<file path="src/rtl/assert_macros.svh">
// Assertion macros shared by the culling block's RTL files.
`ifndef ASSERT_MACROS_SVH
`define ASSERT_MACROS_SVH

// Property that must hold at every rising edge outside reset.
`define FPC_ASSERT(lbl, clk, rst, prop, msg) \
  lbl: assert property (@(posedge clk) disable iff (rst) (prop)) else $error(msg);

// Condition that must never be seen at a rising edge outside reset.
`define FPC_ASSERT_NEVER(lbl, clk, rst, cond, msg) \
  `FPC_ASSERT(lbl, clk, rst, !(cond), msg)

`endif

</file>
<file path="src/rtl/fpc_pkg.sv">
// Shared types, constants and helpers of the frustum point culling block.
package fpc_pkg;

  // Matrix entries are signed Q8.8; plane coefficients are sums or differences of two entries.
  localparam int ENTRY_W     = 16;
  localparam int COEF_W      = ENTRY_W + 1;
  localparam int MAT_DIM     = 4;
  localparam int PLANE_COUNT = 6;
  localparam int QUEUE_DEPTH = 4;

  // Configuration port.
  localparam int CFG_INDEX_W = 4;
  localparam int CFG_DATA_W  = 64;

  localparam logic [CFG_INDEX_W-1:0] CFG_PROJ_COL0  = 4'd0;
  localparam logic [CFG_INDEX_W-1:0] CFG_PROJ_COL1  = 4'd1;
  localparam logic [CFG_INDEX_W-1:0] CFG_PROJ_COL2  = 4'd2;
  localparam logic [CFG_INDEX_W-1:0] CFG_PROJ_COL3  = 4'd3;
  localparam logic [CFG_INDEX_W-1:0] CFG_MODEL_COL0 = 4'd4;
  localparam logic [CFG_INDEX_W-1:0] CFG_MODEL_COL1 = 4'd5;
  localparam logic [CFG_INDEX_W-1:0] CFG_MODEL_COL2 = 4'd6;
  localparam logic [CFG_INDEX_W-1:0] CFG_MODEL_COL3 = 4'd7;

  // The fourth matrix row, from which every clip plane is formed.
  localparam logic [1:0] PLANE_BASE_ROW = 2'd3;

  typedef logic [MAT_DIM-1:0][CFG_DATA_W-1:0] mat_cols_t;

  typedef struct packed {
    logic full;
    logic empty;
  } fpc_q_status_t;

  // Entry of one packed column: row r sits in bits 16r+15..16r.
  function automatic logic signed [ENTRY_W-1:0] col_entry(logic [CFG_DATA_W-1:0] col,
                                                          logic [1:0] row);
    return $signed(col[{row, 4'b0000} +: ENTRY_W]);
  endfunction

endpackage

</file>
<file path="src/rtl/fpc_queue.sv">
// Short register queue that decouples the transform front from the plane tests.
`include "assert_macros.svh"

module fpc_queue #(
  parameter int WIDTH = 8
) (
  input  logic                   clk,
  input  logic                   rst,
  input  logic                   push,
  input  logic [WIDTH-1:0]       push_data,
  input  logic                   pop,
  output logic [WIDTH-1:0]       pop_data,
  output fpc_pkg::fpc_q_status_t status
);
  import fpc_pkg::*;

  localparam int PTR_W = $clog2(QUEUE_DEPTH);

  logic [WIDTH-1:0] slot [QUEUE_DEPTH];
  logic [PTR_W-1:0] wr_ptr;
  logic [PTR_W-1:0] rd_ptr;
  logic [PTR_W:0]   count;

  always_ff @(posedge clk) begin
    if (rst) begin
      wr_ptr <= '0;
      rd_ptr <= '0;
      count  <= '0;
    end else begin
      if (push) begin
        wr_ptr <= wr_ptr + 1'b1;
      end
      if (pop) begin
        rd_ptr <= rd_ptr + 1'b1;
      end
      if (push && !pop) begin
        count <= count + 1'b1;
      end else if (pop && !push) begin
        count <= count - 1'b1;
      end
    end
  end

  always_ff @(posedge clk) begin
    if (push) begin
      slot[wr_ptr] <= push_data;
    end
  end

  assign pop_data     = slot[rd_ptr];
  assign status.full  = (count == (PTR_W + 1)'(QUEUE_DEPTH));
  assign status.empty = (count == '0);

  `FPC_ASSERT_NEVER(a_q_overflow, clk, rst, push && status.full, "push into a full queue")
  `FPC_ASSERT_NEVER(a_q_underflow, clk, rst, pop && status.empty, "pop from an empty queue")

endmodule

</file>
<file path="config.mk">
export PLATFORM = sky130hd
export DESIGN_NAME = fpc_queue
export DESIGN_NICKNAME = d
export VERILOG_FILES = /design/src/rtl/fpc_pkg.sv /design/src/rtl/fpc_queue.sv
export VERILOG_INCLUDE_DIRS = /design/src /design/src/rtl
export SDC_FILE = /design/constraint.sdc
export NUM_CORES = 1
export LEC_CHECK = 0
export BUFFER_PORTS_ARGS = -buffer_cell sky130_fd_sc_hd__buf_2
export CAP_MARGIN = 20
export CORE_MARGIN = 1
export CORE_UTILIZATION = 55
export CTS_CLUSTER_DIAMETER = 200
export DETAILED_ROUTE_END_ITERATION = 12
export PLACE_DENSITY = 0.78
export SYNTH_ARGS = -nofsm -noshare
export SYNTH_HDL_FRONTEND = slang
export SYNTH_SLANG_ARGS = --single-unit
</file>
<file path="constraint.sdc">
create_clock -name clk -period 1.7 [get_ports clk]
set_input_delay 0.17 -clock clk [delete_from_list [all_inputs] [get_ports clk]]
set_output_delay 0.17 -clock clk [all_outputs]
set_load 0.01 [all_outputs]
</file>
==> impl_metrics.env, run 1 <==
export IMPL_drive_gt1_share_pct=34.2
export IMPL_fin_crit_sh_pct=98.4
export IMPL_cellPowerDensity_nw_per_um2=1120
export IMPL_grt_pass1_wl_mm=3.87
export IMPL_fin_crit_ns=1.67
export IMPL_critPathKind="reg2out"
export IMPL_critPathRequiredTime_ns=1.53
export IMPL_worstPathMaxFanout=6
export IMPL_port_buffers=21
export IMPL_dieArea_um2=3100
export IMPL_rr_startpoint="count[0]"
export IMPL_cp_cell_sequence="buf_8, mux4_2, buf_6"
export IMPL_cts_root_buf="clkbuf_4"
export IMPL_synthCells=86
export IMPL_skew_ns=0.00574
export IMPL_crit_path_end_kind="output port"
export IMPL_cts_num_sinks=41
export IMPL_status="finished clean"
export IMPL_max_freq_ghz=0.598
export IMPL_rsz0062_at_grt="true"
export IMPL_routed_via_count=792
export IMPL_htreeDepth=2
export IMPL_final_nets=131
export IMPL_initial_core_util_pct=58.0
export IMPL_crit_end="pop_data[7]"
export IMPL_std_cell_rows=19
export IMPL_slowest_stage="mux4_2"
export IMPL_yosysSeqAreaShare_pct=71.9
export IMPL_cp_depth=3
export IMPL_drt_first_iter_violations=4
export IMPL_grt_usage_pct=17.6
export IMPL_layout_common_cells="32 x edfxtp_1, 16 x buf_2, 8 x mux4_2, 8 x dfxtp_1, 7 x nor2_1"
export IMPL_relSlewSlack_pct=69.7
export IMPL_tightestPinTransition_ns=0.454
export IMPL_overflow=0
export IMPL_syn_to_final_growth_pct=16.4
export IMPL_dp_hpwl_mm=1.63
export IMPL_yosysUniqueCellTypes=20
export IMPL_avgSynthCellArea_um2=18.4
export IMPL_maxSlewViolCount=0
export IMPL_via_per_inst=5.46
export IMPL_r2r_cells=4
export IMPL_setup_viol=0
export IMPL_cts_buffer_depth=2
export IMPL_cap_viol_max_count=0
export IMPL_min_path_type="in2reg"
export IMPL_fill_cells=195
export IMPL_routedWlPerCell_um=16.3
export IMPL_tritoncts="yes"
export IMPL_dp_cells=136
export IMPL_p_leak_nw=0.681
export IMPL_critical_path_top_delay_family="multiplexers"
export IMPL_die_w_um=55.7
export IMPL_critPathBufInv=2
export IMPL_synth_seq_cells=41
export IMPL_final_common_cell="edfxtp_1"
export IMPL_vdd_drop_max_uv=1080
export IMPL_r2r_slack_ns=0.21
export IMPL_antenna_found_initial=0
export IMPL_synth_fp_nets=104
export IMPL_synthesis_area_um2=1590
export IMPL_core_area_um2=2730
export IMPL_clk_latency_ns=0.35
export IMPL_finalHoldViolCount=0
export IMPL_wirelength_mm=2.37
export IMPL_numCtsBuffers=5
export IMPL_r2r_end="count[2]"
export IMPL_fin_util_pct=67.6
export IMPL_slowest_delay_ns=0.52
export IMPL_grt_pass1_vias=808
export IMPL_clkTransAtPathRegs_ns=0.12
export IMPL_die_h_um=55.7
export IMPL_layout_cells_non_filler=145
export IMPL_drc=0
export IMPL_grt_start_max_net_pins=14
export IMPL_dr_pass1_iters=4
export IMPL_n_antenna_cell=0
export IMPL_start_kind="flop"
export IMPL_antenna_left=0
export IMPL_cp_arrival_ns=1.50
export IMPL_ios=22
export IMPL_gp_congestion=0.638
export IMPL_yosysWarnings=0
-- area by class of cell --
type / count / area (µm²) / area share [%]
inverter: 4 / 15.0 / 0.813
clock buffer: 5 / 37.5 / 2.03
tap: 31 / 38.8 / 2.10
clock inverter: 3 / 41.3 / 2.24
sequential: 41 / 1140 / 62.0
multi-input combinational: 38 / 410 / 22.2
timing repair buffer: 23 / 159 / 8.60
-- cell families (layout without fill, tap and decap cells) --
group | Yosys count | after routing | synth area share [%]
AOI/OAI and AO/OA | 2 | 2 | 0.630
xor gates and xnor gates | 5 | 5 | 2.76
adders and majority gates | 6 | 6 | 5.21
buffers and inverters | 7 | 35 | 2.21
DFF | 41 | 41 | 71.9
muxes | 10 | 10 | 12.6
and+or+nand+nor | 15 | 15 | 4.65
-- metrics by stage --
stage | total power [W] | hold WS [ns] | setup TNS [ns] | instance area (µm²) | setup WS (ns)
2_1_floorplan | 0.00137 | 0.269 | 0 | 1590 | 0.270
3_3_place_gp | 0.00144 | 0.382 | 0 | 1720 | 0.119
3_5_place_dp | 0.00146 | 0.392 | 0 | 1720 | 0.0463
4_1_cts | 0.00207 | 0.0160 | 0 | 1820 | 0.00712
5_1_grt | 0.00217 | 0.00201 | -0.258 | 1850 | -0.0449
6_report | 0.00208 | 0.0320 | 0 | 1850 | 0.0273
-- cells in the mapped netlist --
cell	count	area, µm²
mux2i_1	2	20.0
fa_1	1	20.0
xor2_1	3	26.3
inv_1	4	15.0
buf_6	1	11.3
edfxtp_1	32	961
nand2_1	1	3.75
ha_1	5	62.6
nor3b_1	1	7.51
dfxtp_1	9	180
mux4_2	8	180
o21ai_0	1	5.00
nor2_1	7	26.3
and2_1	4	25.0
nor3_1	1	5.00
clkbuf_1	1	3.75
xnor2_1	2	17.5
or3_1	1	6.26
clkbuf_2	1	5.00
a21oi_1	1	5.00
-- routing by layer --
metal | vias up | wire, µm | GRT usage (%) | share of wire, %
met5 | - | 0 | 0 | 0
met4 | 0 | 29 | 6.79 | 1.2
met3 | 4 | 143 | 7.44 | 6.0
met2 | 22 | 1160 | 28.1 | 49
met1 | 393 | 1030 | 21.5 | 44
li1 | 373 | - | - | -
-- registers in the layout (all words and copies together), names as in the netlist, named ones only --
| register | count |
|---|---|
| slot | 32 |
| count | 3 |
| rd_ptr | 2 |
| wr_ptr | 2 |
-- worst min-delay path by stage --
stage                             from          to  slack [ns]  depth (start not counted)
final                     push_data[2]  slot[2][2]        0.03                          1
after global routing      push_data[2]  slot[3][2]       0.002                          1
after CTS                 push_data[3]  slot[0][3]        0.02                          1
after detailed placement  push_data[3]  slot[0][3]        0.39                          1
after global placement    push_data[4]  slot[0][4]        0.38                          1
after floorplan           push_data[0]  slot[0][0]        0.27                          0
-- report_power, final --
group	leakage, nW	total [W]	switching [W]	internal, W
Sequential	0.369	0.00118	0.0000399	0.00114
Clock	0.0389	0.000612	0.000307	0.000304
Combinational	0.273	0.000281	0.000130	0.000151
Total	0.681	0.00208	0.000477	0.00160
-- what timing repair did --
action	CTS	global route
pin swaps	0	0
hold endpoints to repair	0	0
setup endpoints to repair	6	7
gates resized for setup	4	5
setup buffers	1	0
hold buffers	0	0
(Power assumes the default switching activity.)
==> run 2: changes to the inputs <==
--- a/config.mk
+++ b/config.mk
@@ -8,6 +8,7 @@
 export LEC_CHECK = 0
 export BUFFER_PORTS_ARGS = -buffer_cell sky130_fd_sc_hd__buf_2
 export CAP_MARGIN = 20
+export CORE_ASPECT_RATIO = 0.8
 export CORE_MARGIN = 1
 export CORE_UTILIZATION = 55
 export CTS_CLUSTER_DIAMETER = 200
==> constraint.sdc (replaced) <==
create_clock -name clk -period 1.8 [get_ports clk]
set_input_delay 0.18 -clock clk [delete_from_list [all_inputs] [get_ports clk]]
set_output_delay 0.18 -clock clk [all_outputs]
set_load 0.005 [all_outputs]
==> run 2 against run 1 <==
Critical path depth unchanged. Sequential cell count unchanged. Via count unchanged. Highest routed layer unchanged.
==> impl_metrics.env, run 2 (synthesis results as in run 1) <==
export IMPL_status="finished clean"
export IMPL_layout_common_cells="32 x edfxtp_1, 21 x buf_2, 9 x dfxtp_1"
export IMPL_fin_crit_ns=1.67
export IMPL_syn_to_final_growth_pct=13.6
export IMPL_n_antenna_cell=0
export IMPL_skew_ns=0.00891
export IMPL_drc=0
export IMPL_p_int_w=0.00143
export IMPL_maxSlewViolCount=0
export IMPL_clkTransAtPathRegs_ns=0.12
export IMPL_cts_num_sinks=41
export IMPL_drt_met1_wl_um=956
export IMPL_grt_start_max_net_pins=14
export IMPL_post_cts_resized=0
export IMPL_p_seq_share_pct=60.5
export IMPL_cts_buffer_depth=2
export IMPL_initial_core_util_pct=57.8
export IMPL_fin_crit_sh_pct=93.0
export IMPL_wl_met2_mm=1.16
export IMPL_die_w_um=62.0
export IMPL_vdd_drop_max_uv=626
export IMPL_overflow=0
export IMPL_final_common_cell="edfxtp_1"
export IMPL_cts_root_buf="clkbuf_4"
export IMPL_numCtsBuffers=5
export IMPL_rsz0062_at_grt="false"
export IMPL_grt_usage_pct=17.6
export IMPL_routed_via_count=792
export IMPL_dpl_instance_area_um2=1730
export IMPL_cp_arrival_ns=1.49
export IMPL_wirelength_mm=2.26
export IMPL_netSwitchingFraction_pct=22.2
export IMPL_grt_pass1_vias=786
export IMPL_power_share_clock_pct=27.6
export IMPL_via_per_inst=5.25
export IMPL_antenna_found_initial=0
export IMPL_core_area_um2=2740
export IMPL_min_path_type="in2reg"
export IMPL_gp_congestion=0.688
export IMPL_routedWlPerCell_um=14.9
export IMPL_cts_hold_repair_buffers=0
export IMPL_critPathBufInv=2
export IMPL_power_frac_comb_pct=11.9
export IMPL_htreeDepth=2
export IMPL_crit_end="pop_data[7]"
export IMPL_fin_util_pct=65.7
export IMPL_slowest_delay_ns=0.52
export IMPL_drive_gt1_share_pct=32.7
export IMPL_relSlewSlack_pct=71.2
export IMPL_cap_viol_max_count=0
export IMPL_dp_hpwl_mm=1.55
export IMPL_p_sw_w=0.000410
export IMPL_critPathKind="reg2out"
export IMPL_largest_register="slot"
export IMPL_max_freq_ghz=0.598
export IMPL_setup_viol=0
export IMPL_r2r_end="count[2]"
export IMPL_crit_path_end_kind="output port"
export IMPL_dieArea_um2=3100
export IMPL_stdcell_area_um2=1800
export IMPL_r2r_slack_ns=0.30
export IMPL_rr_startpoint="count[0]"
export IMPL_tritoncts="yes"
export IMPL_critical_path_top_delay_family="multiplexers"
export IMPL_largest_reg_flops=32
export IMPL_dr_wl_met3_um=101
export IMPL_port_buffers=21
export IMPL_p_leak_nw=0.665
export IMPL_post_place_ws_ns=0.147
export IMPL_worstPathMaxFanout=8
export IMPL_ios=22
export IMPL_clk_latency_ns=0.33
export IMPL_critPathRequiredTime_ns=1.62
export IMPL_cts_setup_buffers=0
export IMPL_cp_depth=3
export IMPL_cp_cell_sequence="buf_6, mux4_2, buf_2"
export IMPL_cellPowerDensity_nw_per_um2=1020
export IMPL_finalHoldViolCount=0
export IMPL_dr_pass1_iters=4
export IMPL_r2r_cells=4
export IMPL_layout_setup_ws_ns=0.126
export IMPL_dp_cells=143
export IMPL_finalSetupTns_ns=0
export IMPL_slowest_stage="mux4_2"
export IMPL_final_nets=130
export IMPL_layout_cells_non_filler=151
export IMPL_antenna_left=0
export IMPL_die_h_um=50.0
export IMPL_std_cell_rows=17
export IMPL_fill_cells=194
export IMPL_grt_pass1_wl_mm=3.55
export IMPL_reg_largest_list="slot x32, count x3"
export IMPL_drt_first_iter_violations=30
export IMPL_start_kind="flop"
export IMPL_tightestPinTransition_ns=0.433
export IMPL_dr_max_layer_used="met4"
## run 2: cell types whose count changed in the layout (fill, tap and decap cells not counted), sizes merged
cell | before | now
clkbuf | 5 | 7
buf | 23 | 22
bufinv | 1 | 0
clkinvlp | 1 | 0
## run 2: worst min path at each step
stage | start | end | slack (ns) | depth (start not counted)
after floorplan | push_data[0] | slot[0][0] | 0.28 | 0
after global placement | push_data[2] | slot[1][2] | 0.39 | 1
after detailed placement | push_data[2] | slot[0][2] | 0.40 | 1
after CTS | push_data[2] | slot[3][2] | 0.03 | 1
after global routing | push_data[2] | slot[1][2] | 0.02 | 1
final | push_data[2] | slot[0][2] | 0.05 | 1
## run 2: through the flow
stage          hold slack, ns  power (W)
6_report               0.0473    0.00184
5_1_grt                0.0212    0.00194
4_1_cts                0.0340    0.00187
3_5_place_dp            0.401    0.00136
3_3_place_gp            0.392    0.00135
2_1_floorplan           0.279    0.00127
## run 2: worst register-to-register path, cell delays in order (launching register included)
cell,delay [ns]
dfxtp_1,0.38
fa_1,0.44
xor2_1,0.18
or3_1,0.31
a21oi_1,0.14
## run 2: metal layers
| metal | track usage (%) | vias to the layer above |
|---|---|---|
| li1 | - | 373 |
| met1 | 21.6 | 396 |
| met2 | 27.0 | 18 |
| met3 | 5.51 | 5 |
| met4 | 10.0 | 0 |
| met5 | 0 | - |
## run 2: power by group through the flow
stage	registers (W)	logic [W]	clock network (W)
final	0.00112	0.000219	0.000510
after global placement	0.00113	0.000212	0
after global routing	0.00112	0.000249	0.000571
after detailed placement	0.00114	0.000222	0
after floorplan	0.00112	0.000150	0
after CTS	0.00112	0.000222	0.000527
## run 2: area by class of cell
type | count | area (µm²) | share of cell area, %
inverter | 4 | 15.0 | 0.833
multi-input combinational | 38 | 410 | 22.8
tap | 38 | 47.5 | 2.64
timing repair buffer | 22 | 116 | 6.46
sequential | 41 | 1140 | 63.3
clock inverter | 1 | 5.00 | 0.278
clock buffer | 7 | 66.3 | 3.68
==> run 3: changes to the inputs <==
--- a/config.mk
+++ b/config.mk
@@ -13,7 +13,7 @@
 export CORE_UTILIZATION = 55
 export CTS_CLUSTER_DIAMETER = 200
 export DETAILED_ROUTE_END_ITERATION = 12
-export PLACE_DENSITY = 0.78
+export PLACE_DENSITY = 0.77
 export SYNTH_ARGS = -nofsm -noshare
 export SYNTH_HDL_FRONTEND = slang
 export SYNTH_SLANG_ARGS = --single-unit
==> constraint.sdc (replaced) <==
create_clock -name clk -period 1.8 [get_ports clk]
set_input_delay 0.09 -clock clk [delete_from_list [all_inputs] [get_ports clk]]
set_output_delay 0.09 -clock clk [all_outputs]
set_load 0.005 [all_outputs]
==> run 3 against run 2 <==
Wire length is 12% higher. Maximum frequency rose by 1.2%. Non-clock buffer count is 9 higher. Worst hold slack got worse by 0.00078 ns. Cell area grew 4.4%. Sequential share of layout area fell by 2.7 points. Cell count rose by 6.0%. Die area stayed put. Combinational power increased by 8%. Setup slack gained 0.020 ns. First-iteration DRC count decreased by 47%. Critical endpoint is now pop_data[6].
==> impl_metrics.env, run 3 (synthesis results as in run 1) <==
export IMPL_start_kind="flop"
export IMPL_initial_core_util_pct=57.8
export IMPL_overflow=0
export IMPL_clkTransAtPathRegs_ns=0.12
export IMPL_ios=22
export IMPL_min_path_type="in2reg"
export IMPL_finalSetupTns_ns=0
export IMPL_critPathKind="reg2out"
export IMPL_final_nets=139
export IMPL_drt_met1_wl_um=991
export IMPL_maxSlewViolCount=0
export IMPL_cellPowerDensity_nw_per_um2=979
export IMPL_largest_register="slot"
export IMPL_dr_pass1_iters=4
export IMPL_syn_to_final_growth_pct=18.6
export IMPL_slowest_delay_ns=0.53
export IMPL_worstHoldStart="pop"
export IMPL_clk_latency_ns=0.35
export IMPL_cap_viol_max_count=0
export IMPL_hold_depth=3
export IMPL_slowest_stage="mux4_2"
export IMPL_finalHoldViolCount=0
export IMPL_skew_ns=0.00852
export IMPL_dpl_instance_area_um2=1730
export IMPL_port_buffers=21
export IMPL_dr_max_layer_used="met4"
export IMPL_die_h_um=50.0
export IMPL_dr_wl_met3_um=95
export IMPL_grt_usage_pct=19.1
export IMPL_routedWlPerCell_um=15.8
export IMPL_hold_slack_ns=0.0466
export IMPL_drive_gt1_share_pct=31.1
export IMPL_critical_path_top_delay_family="multiplexers"
export IMPL_grt_pass1_wl_mm=3.78
export IMPL_final_common_cell="edfxtp_1"
export IMPL_r2r_end="count[2]"
export IMPL_dp_hpwl_mm=1.75
export IMPL_gp_congestion=0.675
export IMPL_drc=0
export IMPL_tritoncts="yes"
export IMPL_htreeDepth=2
export IMPL_cts_num_sinks=41
export IMPL_dieArea_um2=3100
export IMPL_vdd_drop_max_uv=603
export IMPL_antenna_left=0
export IMPL_die_w_um=62.0
export IMPL_r2r_cells=4
export IMPL_stdcell_area_um2=1880
export IMPL_numCtsBuffers=5
export IMPL_rsz0062_at_grt="false"
export IMPL_post_cts_resized=0
export IMPL_cts_buffer_depth=2
export IMPL_status="finished clean"
export IMPL_rr_startpoint="count[0]"
export IMPL_relSlewSlack_pct=70.8
export IMPL_fin_crit_ns=1.65
export IMPL_critPathBufInv=2
export IMPL_wl_met2_mm=1.38
export IMPL_cts_root_buf="clkbuf_4"
export IMPL_reg_largest_list="slot x32, count x3"
export IMPL_grt_pass1_vias=874
export IMPL_grt_start_max_net_pins=14
export IMPL_std_cell_rows=17
export IMPL_drt_first_iter_violations=16
export IMPL_core_area_um2=2740
export IMPL_fin_crit_sh_pct=91.9
export IMPL_setup_viol=0
export IMPL_routed_via_count=837
export IMPL_n_antenna_cell=0
export IMPL_worstPathMaxFanout=8
export IMPL_r2r_slack_ns=0.31
export IMPL_cp_arrival_ns=1.56
export IMPL_layout_common_cells="32 x edfxtp_1, 21 x buf_2, 9 x dfxtp_1, 9 x dlygate4sd3_1, 8 x mux4_2"
export IMPL_largest_reg_flops=32
export IMPL_crit_path_end_kind="output port"
export IMPL_tightestPinTransition_ns=0.438
export IMPL_wirelength_mm=2.53
export IMPL_p_total_w=0.00184
export IMPL_p_leak_nw=0.699
export IMPL_max_freq_ghz=0.605
export IMPL_critPathRequiredTime_ns=1.71
export IMPL_cp_cell_sequence="buf_4, mux4_2, buf_2"
export IMPL_antenna_found_initial=0
export IMPL_via_per_inst=5.23
==> run 3: changes by cell type in the layout (fill, tap and decap cells not counted), sizes merged <==
cell	change
clkinv	+1
clkbuf	-1
dlygate4sd3	+9
==> run 3: worst register-to-register path, cell delays in order (launching register included) <==
cell,delay [ns]
dfxtp_1,0.38
fa_1,0.44
xor2_1,0.17
or3_1,0.31
a21oi_1,0.14
==> run 3: how the worst max path moves through the flow <==
stage / start / end / slack (ns) / depth (start not counted)
after floorplan: count[0] / count[2] / 0.39 / 4
after global placement: pop / count[2] / 0.29 / 8
after detailed placement: pop / count[2] / 0.23 / 8
after CTS: flop / pop_data[7] / 0.14 / 3
after global routing: flop / pop_data[7] / 0.07 / 3
final: flop / pop_data[6] / 0.15 / 3
==> run 3: per-stage QoR <==
step,setup slack [ns],utilization (%),instances
detailed placement,0.228,62.9,143
global placement,0.286,62.9,143
CTS,0.136,68.6,160
floorplan,0.389,-,86
global route,0.0685,68.6,160
finish,0.146,68.6,160
==> run 3: timing repair <==
action,CTS,global route
hold buffers,9,0
setup buffers,0,0
endpoints found under the hold margin,35,0
==> run 3: cell type report <==
class                      count  area [µm²]
sequential                    41        1140
clock buffer                   6        51.3
tap                           38        47.5
timing repair buffer          31         203
clock inverter                 2        13.8
fill                         185         862
inverter                       4        15.0
multi-input combinational     38         410
==> run 3: power by group <==
group	internal [W]	total (W)	switching, W
logic	0.000129	0.000236	0.000106
registers	0.00108	0.00112	0.0000358
clock network	0.000191	0.000491	0.000300
==> run 3: layer usage <==
layer	vias up	GRT usage, %
li1	390	-
met1	420	21.1
met2	19	31.9
met3	8	5.51
met4	0	11.1
met5	-	0
